<file path="src/sv/cse_pkg.sv">
// ----------------------------------------------------------------------------
// cse_pkg
// Shared types, widths and helpers for the cosine similarity engine.
// ----------------------------------------------------------------------------
package cse_pkg;

  localparam int ELEM_BITS = 16;                    // element width, Q1.15
  localparam int PROD_W    = 2 * ELEM_BITS;         // one element product
  localparam int ACC_W     = 48;                    // accumulator width
  localparam int HALF_W    = ACC_W / 2;             // multiplier slice width
  localparam int SQ_W      = 2 * ACC_W;             // full 48x48 product
  localparam int NUM_W     = SQ_W + 2 * ELEM_BITS;  // (|dot| << 16)^2
  localparam int SRCH_W    = NUM_W + 2;             // signed search datapath
  localparam int K_W       = 16;                    // quotient magnitude 0..32768
  localparam int KIDX_W    = 4;                     // bit index into the quotient
  localparam int MUL_STEPS = 4;                     // slice products per multiply
  localparam int MCNT_W    = 3;
  localparam int Q_DEPTH   = 2;                     // sums queue depth
  localparam int Q_PTR_W   = 1;
  localparam int Q_CNT_W   = 2;

  localparam logic signed [ACC_W-1:0] ACC_MAX = {1'b0, {(ACC_W-1){1'b1}}};
  localparam logic signed [ACC_W-1:0] ACC_MIN = {1'b1, {(ACC_W-1){1'b0}}};

  typedef struct packed {
    logic signed [ELEM_BITS-1:0] elem_a;
    logic signed [ELEM_BITS-1:0] elem_b;
    logic                        last_element;
  } cse_in_t;

  typedef struct packed {
    logic signed [ELEM_BITS-1:0] similarity;
    logic                        degenerate;
  } cse_out_t;

  // Final sums of one vector pair, handed from the front to the back.
  typedef struct packed {
    logic signed [ACC_W-1:0] dot;
    logic signed [ACC_W-1:0] norm_a;
    logic signed [ACC_W-1:0] norm_b;
  } cse_sums_t;

  typedef enum logic [3:0] {
    S_IDLE,
    S_MUL_N,
    S_MUL_P,
    S_CHECK,
    S_ADD1,
    S_ADD2,
    S_CMP,
    S_FIN,
    S_OUT
  } cse_state_t;

  function automatic logic signed [ACC_W-1:0] sat_add(
    input logic signed [ACC_W-1:0]  acc,
    input logic signed [PROD_W-1:0] p
  );
    logic [ACC_W:0] s;
    s = {acc[ACC_W-1], acc} + {{(ACC_W + 1 - PROD_W){p[PROD_W-1]}}, p};
    if (s[ACC_W] != s[ACC_W-1]) begin
      return s[ACC_W] ? ACC_MIN : ACC_MAX;
    end
    return s[ACC_W-1:0];
  endfunction

endpackage

</file>
<file path="src/sv/cse_queue.sv">
// ----------------------------------------------------------------------------
// cse_queue
// Short queue of finished vector sums between the front and the back.
// ----------------------------------------------------------------------------
module cse_queue (
  input  logic               clk,
  input  logic               rst,
  input  logic               push,
  input  cse_pkg::cse_sums_t push_data,
  output logic               full,
  input  logic               pop,
  output cse_pkg::cse_sums_t head,
  output logic               empty
);
  import cse_pkg::*;

  cse_sums_t            mem [Q_DEPTH];
  logic [Q_PTR_W-1:0]   wr_ptr;
  logic [Q_PTR_W-1:0]   rd_ptr;
  logic [Q_CNT_W-1:0]   count;

  assign full  = (count == Q_CNT_W'(Q_DEPTH));
  assign empty = (count == '0);
  assign head  = mem[rd_ptr];

  always_ff @(posedge clk) begin
    if (push) begin
      mem[wr_ptr] <= push_data;
    end
  end

  always_ff @(posedge clk) begin
    if (rst) begin
      wr_ptr <= '0;
      rd_ptr <= '0;
      count  <= '0;
    end else begin
      if (push) begin
        wr_ptr <= wr_ptr + 1'b1;
      end
      if (pop) begin
        rd_ptr <= rd_ptr + 1'b1;
      end
      case ({push, pop})
        2'b10:   count <= count + 1'b1;
        2'b01:   count <= count - 1'b1;
        default: count <= count;
      endcase
    end
  end

endmodule

</file>
<file path="config.mk">
export PLATFORM = sky130hd
export DESIGN_NAME = cse_queue
export DESIGN_NICKNAME = d
export VERILOG_FILES = /design/src/sv/cse_pkg.sv /design/src/sv/cse_queue.sv
export SDC_FILE = /design/constraint.sdc
export NUM_CORES = 1
export LEC_CHECK = 0
export BUFFER_PORTS_ARGS = -buffer_cell sky130_fd_sc_hd__buf_2
export CORE_AREA = 2 2 179 181
export CTS_BUF_LIST = sky130_fd_sc_hd__clkbuf_4 sky130_fd_sc_hd__clkbuf_8 sky130_fd_sc_hd__clkbuf_16
export CTS_CLUSTER_DIAMETER = 200
export CTS_CLUSTER_SIZE = 24
export DETAILED_ROUTE_END_ITERATION = 7
export DIE_AREA = 0 0 181 183
export HOLD_SLACK_MARGIN = 0.08
export SYNTH_ARGS = -nofsm -noshare
export SYNTH_HDL_FRONTEND = slang
export SYNTH_SLANG_ARGS = --single-unit
</file>
<file path="constraint.sdc">
create_clock -name clk -period 19.5 [get_ports clk]
set_clock_uncertainty 0.05 [all_clocks]
set_input_delay 0 -clock clk [delete_from_list [all_inputs] [get_ports clk]]
set_output_delay 0 -clock clk [all_outputs]
set_load 0.01 [all_outputs]
</file>
==> impl_metrics.csv <==
group,metric,value,unit
cells_and_area,nFillCells,2744,
pwr,power.total,0.00129,W
sta,fin_setup_tns,0,ns
synthesis,synth_edf_count,288,
sta,finalCritPeriodShare,13.5,%
outcome,status,"completed",
cts,cts_tree,"built",
cts,cts_made_buffers,16,
pwr,p_comb_share,14.2,%
detailed_routing,num_vias,5843,
sta,hold_viol,0,
die,die_y,183,um
global_route,grt_max_degree,70,
cells_and_area,drive_gt1_share,50.8,%
cts,clkLatencyLatePin,0.49,ns
global_route,first_global_vias,6207,
cts,cts.clk_slew.worst_paths,0.10,ns
synthesis,synth-main-ff-cell,"edfxtp_1",
cells_and_area,design_area,0.0147,mm2
pwr,leakagePower,5.61,nW
placed_design,dp_hpwl,13800,um
die,rows,65,
placed_design,place_ws,17.24,ns
detailed_routing,drc,0,
cts,cts_buffer_depth,3,
pwr,power_frac_seq,57.9,%
die,io_pins,294,
die,die-area,0.0331,mm2
placed_design,globalplace.congestion,0.714,
detailed_routing,drt-total-wl,22000,um
sta,fin_crit,2.63,ns
synthesis,yosys.area.top_type,"edfxtp_1",
global_route,track_usage,12.6,%
synthesis,synthTopCellsByArea,"edfxtp_1, mux2_2, mux2_4, dfxtp_1, buf_6",
flow_run,maxCapViolCount,0,
synthesis,yosysWarnings,0,
critical_path,cp-start-kind,"flop",
critical_path,endpoint_kind,"output pin",
pwr,switchingPower,0.000286,W
cells_and_area,antenna_cells,0,
sta,grt_setup_unrepaired,"false",
die,initial_core_util,34.7,%
global_route,antenna_found_initial,0,
sta,worstMarginPinSlew,0.986,ns
cts,htree_levels,1,
placed_design,post_dp_cell_area,0.0127,mm2
detailed_routing,drt_pass1_iterations,4,
pwr,swShare,22.2,%
synthesis,syn-cell-area,0.0108,mm2
synthesis,syn_nets,619,
synthesis,syn_avg_cell_area,23.0,um2
sta,setup_viol,0,
sta,fin_ws,16.87,ns
sta,fmax,0.380,GHz
cts,root_buffer,"clkbuf_16",
sta,drv_slew,0,
detailed_routing,wl_per_cell,16.6,um
critical_path,crit_fanout,62,
cells_and_area,syn2layout_area_growth,35.9,%
placed_design,io_buffers,293,
synthesis,yosysSeqAreaShare,80.8,%
critical_path,critPathArrivalTime,2.58,ns
pwr,p_int,0.00100,W
cts,ctsResizeCount,0,
detailed_routing,drtAntennaViolNets,0,
die,core,0.0312,mm2
global_route,gr-total-overflow,0,
synthesis,synthCells,470,
detailed_routing,drt_iter0_drc,280,
worst_hold_path,hp-class,"in -> reg",
synthesis,synthTopCellsByCount,"edfxtp_1, mux2_2, mux2_4",
pwr,ir_worst_vdd,0.0642,mV
synthesis,ys_seq_elements,293,
detailed_routing,avgViaCountPerCell,4.40,
critical_path,worstSetupPathType,"reg -> out",
sta,relSlewSlack,34.3,%
synthesis,postSynth.asyncResetShare,0,%
critical_path,cp_data_required_time,19.45,ns
pwr,power_frac_clock,27.9,%
cts,cts_sinks,293,
pwr,power.density,87.4,mW/mm2
cells_and_area,nets,1070,
synthesis,synth_most_common_cell,"edfxtp_1",
synthesis,synth_cell_types,16,
die,die_w,181,um
synthesis,yosysTopAreaCellShare,79.9,%
global_route,grt_first_pass_wirelength,33100,um
==> per-layer routing <==
layer / vias to the layer above / part of all wire [%] / GRT usage, %
met4: 0 / 1.7 / 3.06
met1: 2850 / 41 / 15.5
met3: 28 / 7.8 / 3.93
met5: - / 0 / 0
li1: 2756 / - / -
met2: 209 / 49 / 21.8
==> logic make-up (layout without fill, tap and decap cells) <==
family	Yosys count	count (layout)	synth area share (%)
compound gates	2	2	0.0924
simple gates	9	9	0.405
mux	144	144	17.1
fa+ha+maj	1	1	0.116
buf+inv	17	473	1.18
flops	293	293	80.8
xor+xnor	4	4	0.324
==> sequential cells by signal, indices dropped and copies added, names as in the netlist, named ones only <==
name	count
rd_ptr	1
count	2
mem	288
wr_ptr	1
==> critical path: stages (launching register included) <==
cell and delay (ns):
dfxtp_4 0.62, buf_4 0.78, mux2_2 0.43, buf_2 0.15
==> worst paths after layout <==
check	from	end	slack [ns]	cells past startpoint
max reg2reg	wr_ptr	mem[0][98]	17.25	2
max	flop	head[40]	16.87	3
min reg2reg	rd_ptr	rd_ptr	0.47	2
min	push_data[122]	mem[1][122]	0.17	2
==> final cells by class <==
cell class / instances / area [um2] / share of cell area, %
timing repair buffer: 449 / 3010 / 20.5
inverter: 1 / 3.75 / 0.0255
clock inverter: 1 / 20.0 / 0.136
sequential: 293 / 8750 / 59.5
clock buffer: 22 / 463 / 3.15
multi-input combinational: 160 / 1960 / 13.3
tap: 402 / 503 / 3.42
==> layout by cell type, fill, tap and decap left out, drive strengths merged <==
cell type,synthesis,routed
a21oi,1,1
or3,1,1
xnor2,3,3
clkbuf,0,22
and2b,1,1
buf,16,299
dlygate4sd3,0,150
o21ai,1,1
edfxtp,288,288
mux2,144,144
nor2,6,6
dfxtp,5,5
inv,1,2
ha,1,1
and2,1,1
xor2,1,1
==> what timing repair did <==
item / 4_1_cts / 5_1_grt
buffers inserted: 0 / 0
hold buffers: 150 / 0
endpoints found under the hold margin: 330 / 0
==> power by group through the flow <==
| stage | logic (W) | clock network, W | registers, W |
|---|---|---|---|
| 2_1_floorplan | 0.0000963 | 0 | 0.000762 |
| 3_3_place_gp | 0.000159 | 0 | 0.000758 |
| 3_5_place_dp | 0.000160 | 0 | 0.000760 |
| 4_1_cts | 0.000186 | 0.000376 | 0.000746 |
| 5_1_grt | 0.000197 | 0.000393 | 0.000749 |
| 6_report | 0.000183 | 0.000359 | 0.000745 |
==> metrics by stage <==
| stage | hold WS [ns] | utilization, % | cells |
|---|---|---|---|
| 2_1_floorplan | 0.0191 | - | 470 |
| 3_3_place_gp | 0.137 | 40.8 | 1155 |
| 3_5_place_dp | 0.141 | 40.8 | 1155 |
| 4_1_cts | 0.133 | 47.1 | 1328 |
| 5_1_grt | 0.146 | 47.1 | 1328 |
| 6_report | 0.170 | 47.1 | 1328 |
No activity file was read; power rests on OpenSTA's default activity.
