### src/sv/cse_pkg.sv
// ----------------------------------------------------------------------------
// cse_pkg
// Shared types, widths and helpers for the cosine similarity engine.
// ----------------------------------------------------------------------------
package cse_pkg;

  localparam int ELEM_BITS = 16;                    // element width, Q1.15
  localparam int PROD_W    = 2 * ELEM_BITS;         // one element product
  localparam int ACC_W     = 48;                    // accumulator width
  localparam int HALF_W    = ACC_W / 2;             // multiplier slice width
  localparam int SQ_W      = 2 * ACC_W;             // full 48x48 product
  localparam int NUM_W     = SQ_W + 2 * ELEM_BITS;  // (|dot| << 16)^2
  localparam int SRCH_W    = NUM_W + 2;             // signed search datapath
  localparam int K_W       = 16;                    // quotient magnitude 0..32768
  localparam int KIDX_W    = 4;                     // bit index into the quotient
  localparam int MUL_STEPS = 4;                     // slice products per multiply
  localparam int MCNT_W    = 3;
  localparam int Q_DEPTH   = 2;                     // sums queue depth
  localparam int Q_PTR_W   = 1;
  localparam int Q_CNT_W   = 2;

  localparam logic signed [ACC_W-1:0] ACC_MAX = {1'b0, {(ACC_W-1){1'b1}}};
  localparam logic signed [ACC_W-1:0] ACC_MIN = {1'b1, {(ACC_W-1){1'b0}}};

  typedef struct packed {
    logic signed [ELEM_BITS-1:0] elem_a;
    logic signed [ELEM_BITS-1:0] elem_b;
    logic                        last_element;
  } cse_in_t;

  typedef struct packed {
    logic signed [ELEM_BITS-1:0] similarity;
    logic                        degenerate;
  } cse_out_t;

  // Final sums of one vector pair, handed from the front to the back.
  typedef struct packed {
    logic signed [ACC_W-1:0] dot;
    logic signed [ACC_W-1:0] norm_a;
    logic signed [ACC_W-1:0] norm_b;
  } cse_sums_t;

  typedef enum logic [3:0] {
    S_IDLE,
    S_MUL_N,
    S_MUL_P,
    S_CHECK,
    S_ADD1,
    S_ADD2,
    S_CMP,
    S_FIN,
    S_OUT
  } cse_state_t;

  function automatic logic signed [ACC_W-1:0] sat_add(
    input logic signed [ACC_W-1:0]  acc,
    input logic signed [PROD_W-1:0] p
  );
    logic [ACC_W:0] s;
    s = {acc[ACC_W-1], acc} + {{(ACC_W + 1 - PROD_W){p[PROD_W-1]}}, p};
    if (s[ACC_W] != s[ACC_W-1]) begin
      return s[ACC_W] ? ACC_MIN : ACC_MAX;
    end
    return s[ACC_W-1:0];
  endfunction

endpackage

### src/sv/cse_front.sv
// ----------------------------------------------------------------------------
// cse_front
// Takes one pair per unstalled cycle, forms the three products and adds them
// into saturating accumulators. A last element pushes the sums to the queue.
// ----------------------------------------------------------------------------
module cse_front (
  input  logic              clk,
  input  logic              rst,
  input  logic              item_valid,
  output logic              item_stall,
  input  cse_pkg::cse_in_t  item,
  output logic              q_push,
  output cse_pkg::cse_sums_t q_data,
  input  logic              q_full
);
  import cse_pkg::*;

  logic                     s1_valid;
  logic                     s1_last;
  logic signed [PROD_W-1:0] s1_ab;
  logic signed [PROD_W-1:0] s1_aa;
  logic signed [PROD_W-1:0] s1_bb;
  logic                     s1_go;

  logic signed [ACC_W-1:0] dot;
  logic signed [ACC_W-1:0] norm_a;
  logic signed [ACC_W-1:0] norm_b;
  logic signed [ACC_W-1:0] dot_next;
  logic signed [ACC_W-1:0] norm_a_next;
  logic signed [ACC_W-1:0] norm_b_next;

  // The product stage only holds when a last element finds the queue full.
  assign s1_go      = !s1_last || !q_full;
  assign item_stall = s1_valid && !s1_go;

  always_ff @(posedge clk) begin
    if (rst) begin
      s1_valid <= 1'b0;
    end else if (!item_stall) begin
      s1_valid <= item_valid;
    end
  end

  always_ff @(posedge clk) begin
    if (item_valid && !item_stall) begin
      s1_last <= item.last_element;
      s1_ab   <= $signed(item.elem_a) * $signed(item.elem_b);
      s1_aa   <= $signed(item.elem_a) * $signed(item.elem_a);
      s1_bb   <= $signed(item.elem_b) * $signed(item.elem_b);
    end
  end

  assign dot_next    = sat_add(dot, s1_ab);
  assign norm_a_next = sat_add(norm_a, s1_aa);
  assign norm_b_next = sat_add(norm_b, s1_bb);

  always_ff @(posedge clk) begin
    if (rst) begin
      dot    <= '0;
      norm_a <= '0;
      norm_b <= '0;
    end else if (s1_valid && s1_go) begin
      if (s1_last) begin
        dot    <= '0;
        norm_a <= '0;
        norm_b <= '0;
      end else begin
        dot    <= dot_next;
        norm_a <= norm_a_next;
        norm_b <= norm_b_next;
      end
    end
  end

  assign q_push        = s1_valid && s1_last && !q_full;
  assign q_data.dot    = dot_next;
  assign q_data.norm_a = norm_a_next;
  assign q_data.norm_b = norm_b_next;

endmodule

### config.mk
export PLATFORM = sky130hd
export DESIGN_NAME = cse_front
export DESIGN_NICKNAME = d
export VERILOG_FILES = /design/src/sv/cse_pkg.sv /design/src/sv/cse_front.sv
export SDC_FILE = /design/constraint.sdc
export NUM_CORES = 2
export LEC_CHECK = 0
export ABC_AREA = 1
export BUFFER_PORTS_ARGS = -buffer_cell sky130_fd_sc_hd__buf_2
export CAP_MARGIN = 10
export CORE_MARGIN = 10
export CORE_UTILIZATION = 23
export CTS_CLUSTER_DIAMETER = 30
export DETAILED_ROUTE_END_ITERATION = 10
export PLACE_DENSITY = 0.42
export SYNTH_ARGS = -nofsm -noshare
export SYNTH_HDL_FRONTEND = slang
export SYNTH_SLANG_ARGS = --single-unit
### constraint.sdc
create_clock -name clk -period 17.08 [get_ports clk]
set_clock_uncertainty 0.15 [all_clocks]
set_input_delay 0.854 -clock clk [delete_from_list [all_inputs] [get_ports clk]]
set_output_delay 0.854 -clock clk [all_outputs]
set_load 0.02 [all_outputs]
==> flow_summary.yaml <==
route:
  wl_per_cell_um: 16.3
  maxUsedRoutingLayer: "met5"
  drt_iter0_drc: 1881
  wirelength_um: 158000
  avgViaCountPerCell: 4.26
  route.met3.wl_um: 5210
  vias: 41400
  dr.pass1.iters: 7
  drc: 0
  wl_met1_um: 70600
  ant_nets: 0
  routed-wl-met2_um: 77900
worst_setup_path:
  path_buf_inv: 7
  slowest_stage: "fa_1"
  crit_family: "adder cells"
  critPathLaunchType: "input port"
  crit_top_cell: "fa_1"
  critPathMaxFanout: 39
  crit_required_ps: 17340
  crit_type: "in -> reg"
  critPathArrivalTime_ps: 7140
  path_cells: "buf_2 > buf_4 > nand2_1 > inv_1 > fa_1 > fa_1 > inv_1 > fa_1 > inv_1 > fa_1 > fa_1 > inv_1 > fa_1 > inv_1 > ha_1 > nand2_1 > nor4_1 > nand2_1 > o211ai_1 > nand3_1 > nand2_1 > a21oi_1 > xnor2_1"
  critical_path.max_stage_delay_ps: 860
  endpoint_kind: "flip-flop"
synthesis:
  synth-async-reset-ratio: 0
  yosysSeqAreaShare: 0.117
  synthFlopType: "dfxtp_1"
  yosysUniqueCellTypes: 51
  yosysWarningCount: 0
  synth-seq-cells: 240
  syn_avg_cell_area_um2: 7.34
  synth_cells: 6714
  syn-num-nets: 7894
  syn_area_um2: 49300
  synth_edf_count: 95
global_route:
  gr-total-overflow: 0
  gr-usage-all-layers: 0.136
  grt_max_degree: 85
  first_global_vias: 44600
  antenna_found_initial: 20
  grt_pass1_wl_um: 251000
clock_network:
  clkTransAtPathRegs_ps: 50
  cts_max_level: 3
  root_buffer: "clkbuf_16"
  cts_tree: "built"
  cts_setup_buffers: 0
  cts_buffer_depth: 3
  clock_latency_ps: 670
  cts_resized: 0
  cts_hold_buf: 0
  clock-sinks: 240
  cts_buffers: 72
die:
  die_area_um2: 233000
  start_util: 0.232
  core_um2: 213000
  die_w_um: 483
  rows: 169
  ioPinCount: 183
  die_h_um: 483
placed_design:
  globalplace.congestion: 0.928
  dp_hpwl_um: 131000
  portBuffers: 182
timing:
  min_period_over_period: 0.403
  rsz0062_at_grt: "no"
  worst_slew_margin_rel: 0.250
  fin_crit_ps: 6880
  max_slew.worst_pin.slew_ps: 1130
  fin_setup_tns_ps: 0
  finalHoldViolations: 0
  setup_viol: 0
  drv_slew: 0
  fmax_mhz: 145
finish:
  fill_cells: 23600
  syn_to_final_growth_pct: 12.9
  fin_nets: 7992
  layout-drive-gt1-share: 0.0816
worst_hold_path:
  hp-class: "in -> reg"
outcome:
  status: "finished, final reports clean"
run:
  cap_violations: 0
[routing by layer]
| layer | GRT usage | vias to the layer above |
|---|---|---|
| li1 | - | 20400 |
| met1 | 0.172 | 20200 |
| met2 | 0.242 | 638 |
| met3 | 0.0159 | 202 |
| met4 | 0.0372 | 10 |
| met5 | 0 | - |
[path summary, 6_finish.rpt]
check / cells past startpoint / to / slack [ps] / start
worst max-delay path: 23 / s1_ab[29]$_DFFE_PP_ / 10200 / item[32]
worst max register to register: 15 / norm_b[15]$_SDFFE_PP0P_ / 12480 / s1_bb[31]$_DFFE_PP_
worst min-delay path: 1 / s1_last$_DFFE_PP_ / 210 / item[0]
worst min register to register: 2 / norm_a[31]$_SDFFE_PP0P_ / 310 / norm_a[31]$_SDFFE_PP0P_
[synth_stat cells, types with 6 or more instances]
cell           instances  area (µm²)
inv_2                 21        78.8
nand2_2              112         701
nor2_4                10         113
nand2_1             1818        6820
or2_2                  7        43.8
o21a_1                12        90.1
nand4_1               70         438
inv_1               1579        5930
o21ai_0              127         636
dlygate4sd1_1          7        61.3
a31oi_1               11        68.8
o21bai_1              66         495
nand3_1              130         651
o211ai_1               8        60.1
nor2_1               365        1370
buf_2                 15        75.1
nor4_1                 9        56.3
buf_1                  7        26.3
xnor2_1              103         902
fa_1                 729       14600
buf_6                 16         180
a21oi_1              413        2070
o21ai_2               29         254
nor3_1                49         245
nand2_4                8        90.1
ha_1                 414        5180
clkbuf_1             126         473
nor2_2                14        87.6
a21o_1                15         113
xor2_1               123        1080
dfxtp_1              145        2900
nand3_2                6        60.1
a21oi_2               12         105
edfxtp_1              95        2850
buf_4                  6        45.0
[layout by cell type, fill, tap and decap left out, types with 70 or more instances in the layout]
master     Yosys  routed
nand2_1     1818    1818
inv_1       1579    1578
fa_1         729     729
ha_1         414     414
a21oi_1      413     413
nor2_1       365     364
buf_2         15     181
dfxtp_1      145     145
nand3_1      130     130
o21ai_0      127     127
xor2_1       123     123
nand2_2      112     112
xnor2_1      103     103
edfxtp_1      95      95
clkbuf_16      0      73
nand4_1       70      70
[registers in the layout (all words and copies together), names as in the netlist]
register / cells
norm_b: 48
norm_a: 48
s1_last: 1
s1_aa: 31
s1_valid: 1
s1_ab: 32
s1_bb: 31
dot: 48
[per-stage QoR]
step	utilization	hold WS, ps	setup slack, ps	instance area, µm²	std cells
finish	0.262	211	10200	55600	9701
global route	0.262	164	9760	55600	9699
CTS	0.262	140	10210	55600	9693
detailed placement	0.249	311	9500	53000	9559
global placement	0.249	307	9580	53000	9559
floorplan	-	298	10200	49300	6714
[kinds of logic (layout without fill, tap and decap cells)]
logic type / after synthesis / after routing / share of synthesized area
adder cells (fa/ha/maj): 1143 / 1143 / 0.401
flip-flops: 240 / 240 / 0.117
XOR/XNOR: 226 / 226 / 0.0402
buffers and inverters: 1784 / 1942 / 0.141
AO/OA/AOI/OAI: 717 / 717 / 0.0832
AND/OR/NAND/NOR: 2604 / 2604 / 0.218
other: 0 / 8 / 0
[worst reg2reg max path: cells and delay by family, from the launching register on]
| kind | cells | cell delay (ps) |
|---|---|---|
| AO/OA/AOI/OAI | 2 | 280 |
| adder cells (fa/ha/maj) | 1 | 450 |
| buffers and inverters | 2 | 620 |
| flip-flops | 1 | 1070 |
| AND/OR/NAND/NOR | 10 | 1880 |
[layout make-up]
type | count | area, µm² | share of cell area
repair buffers | 207 | 1100 | 0.0199
diodes | 8 | 20.0 | 0.000360
inverters | 1601 | 6010 | 0.108
flip-flops and latches | 240 | 5760 | 0.103
well taps | 2821 | 3530 | 0.0635
clock buffers | 89 | 1970 | 0.0354
multi-input cells | 4690 | 36600 | 0.658
clock inverters | 45 | 639 | 0.0115
Power is left out: the tool's default activity adds up to more than one toggle a clock period on the data nets, which glitch-free logic cannot reach.
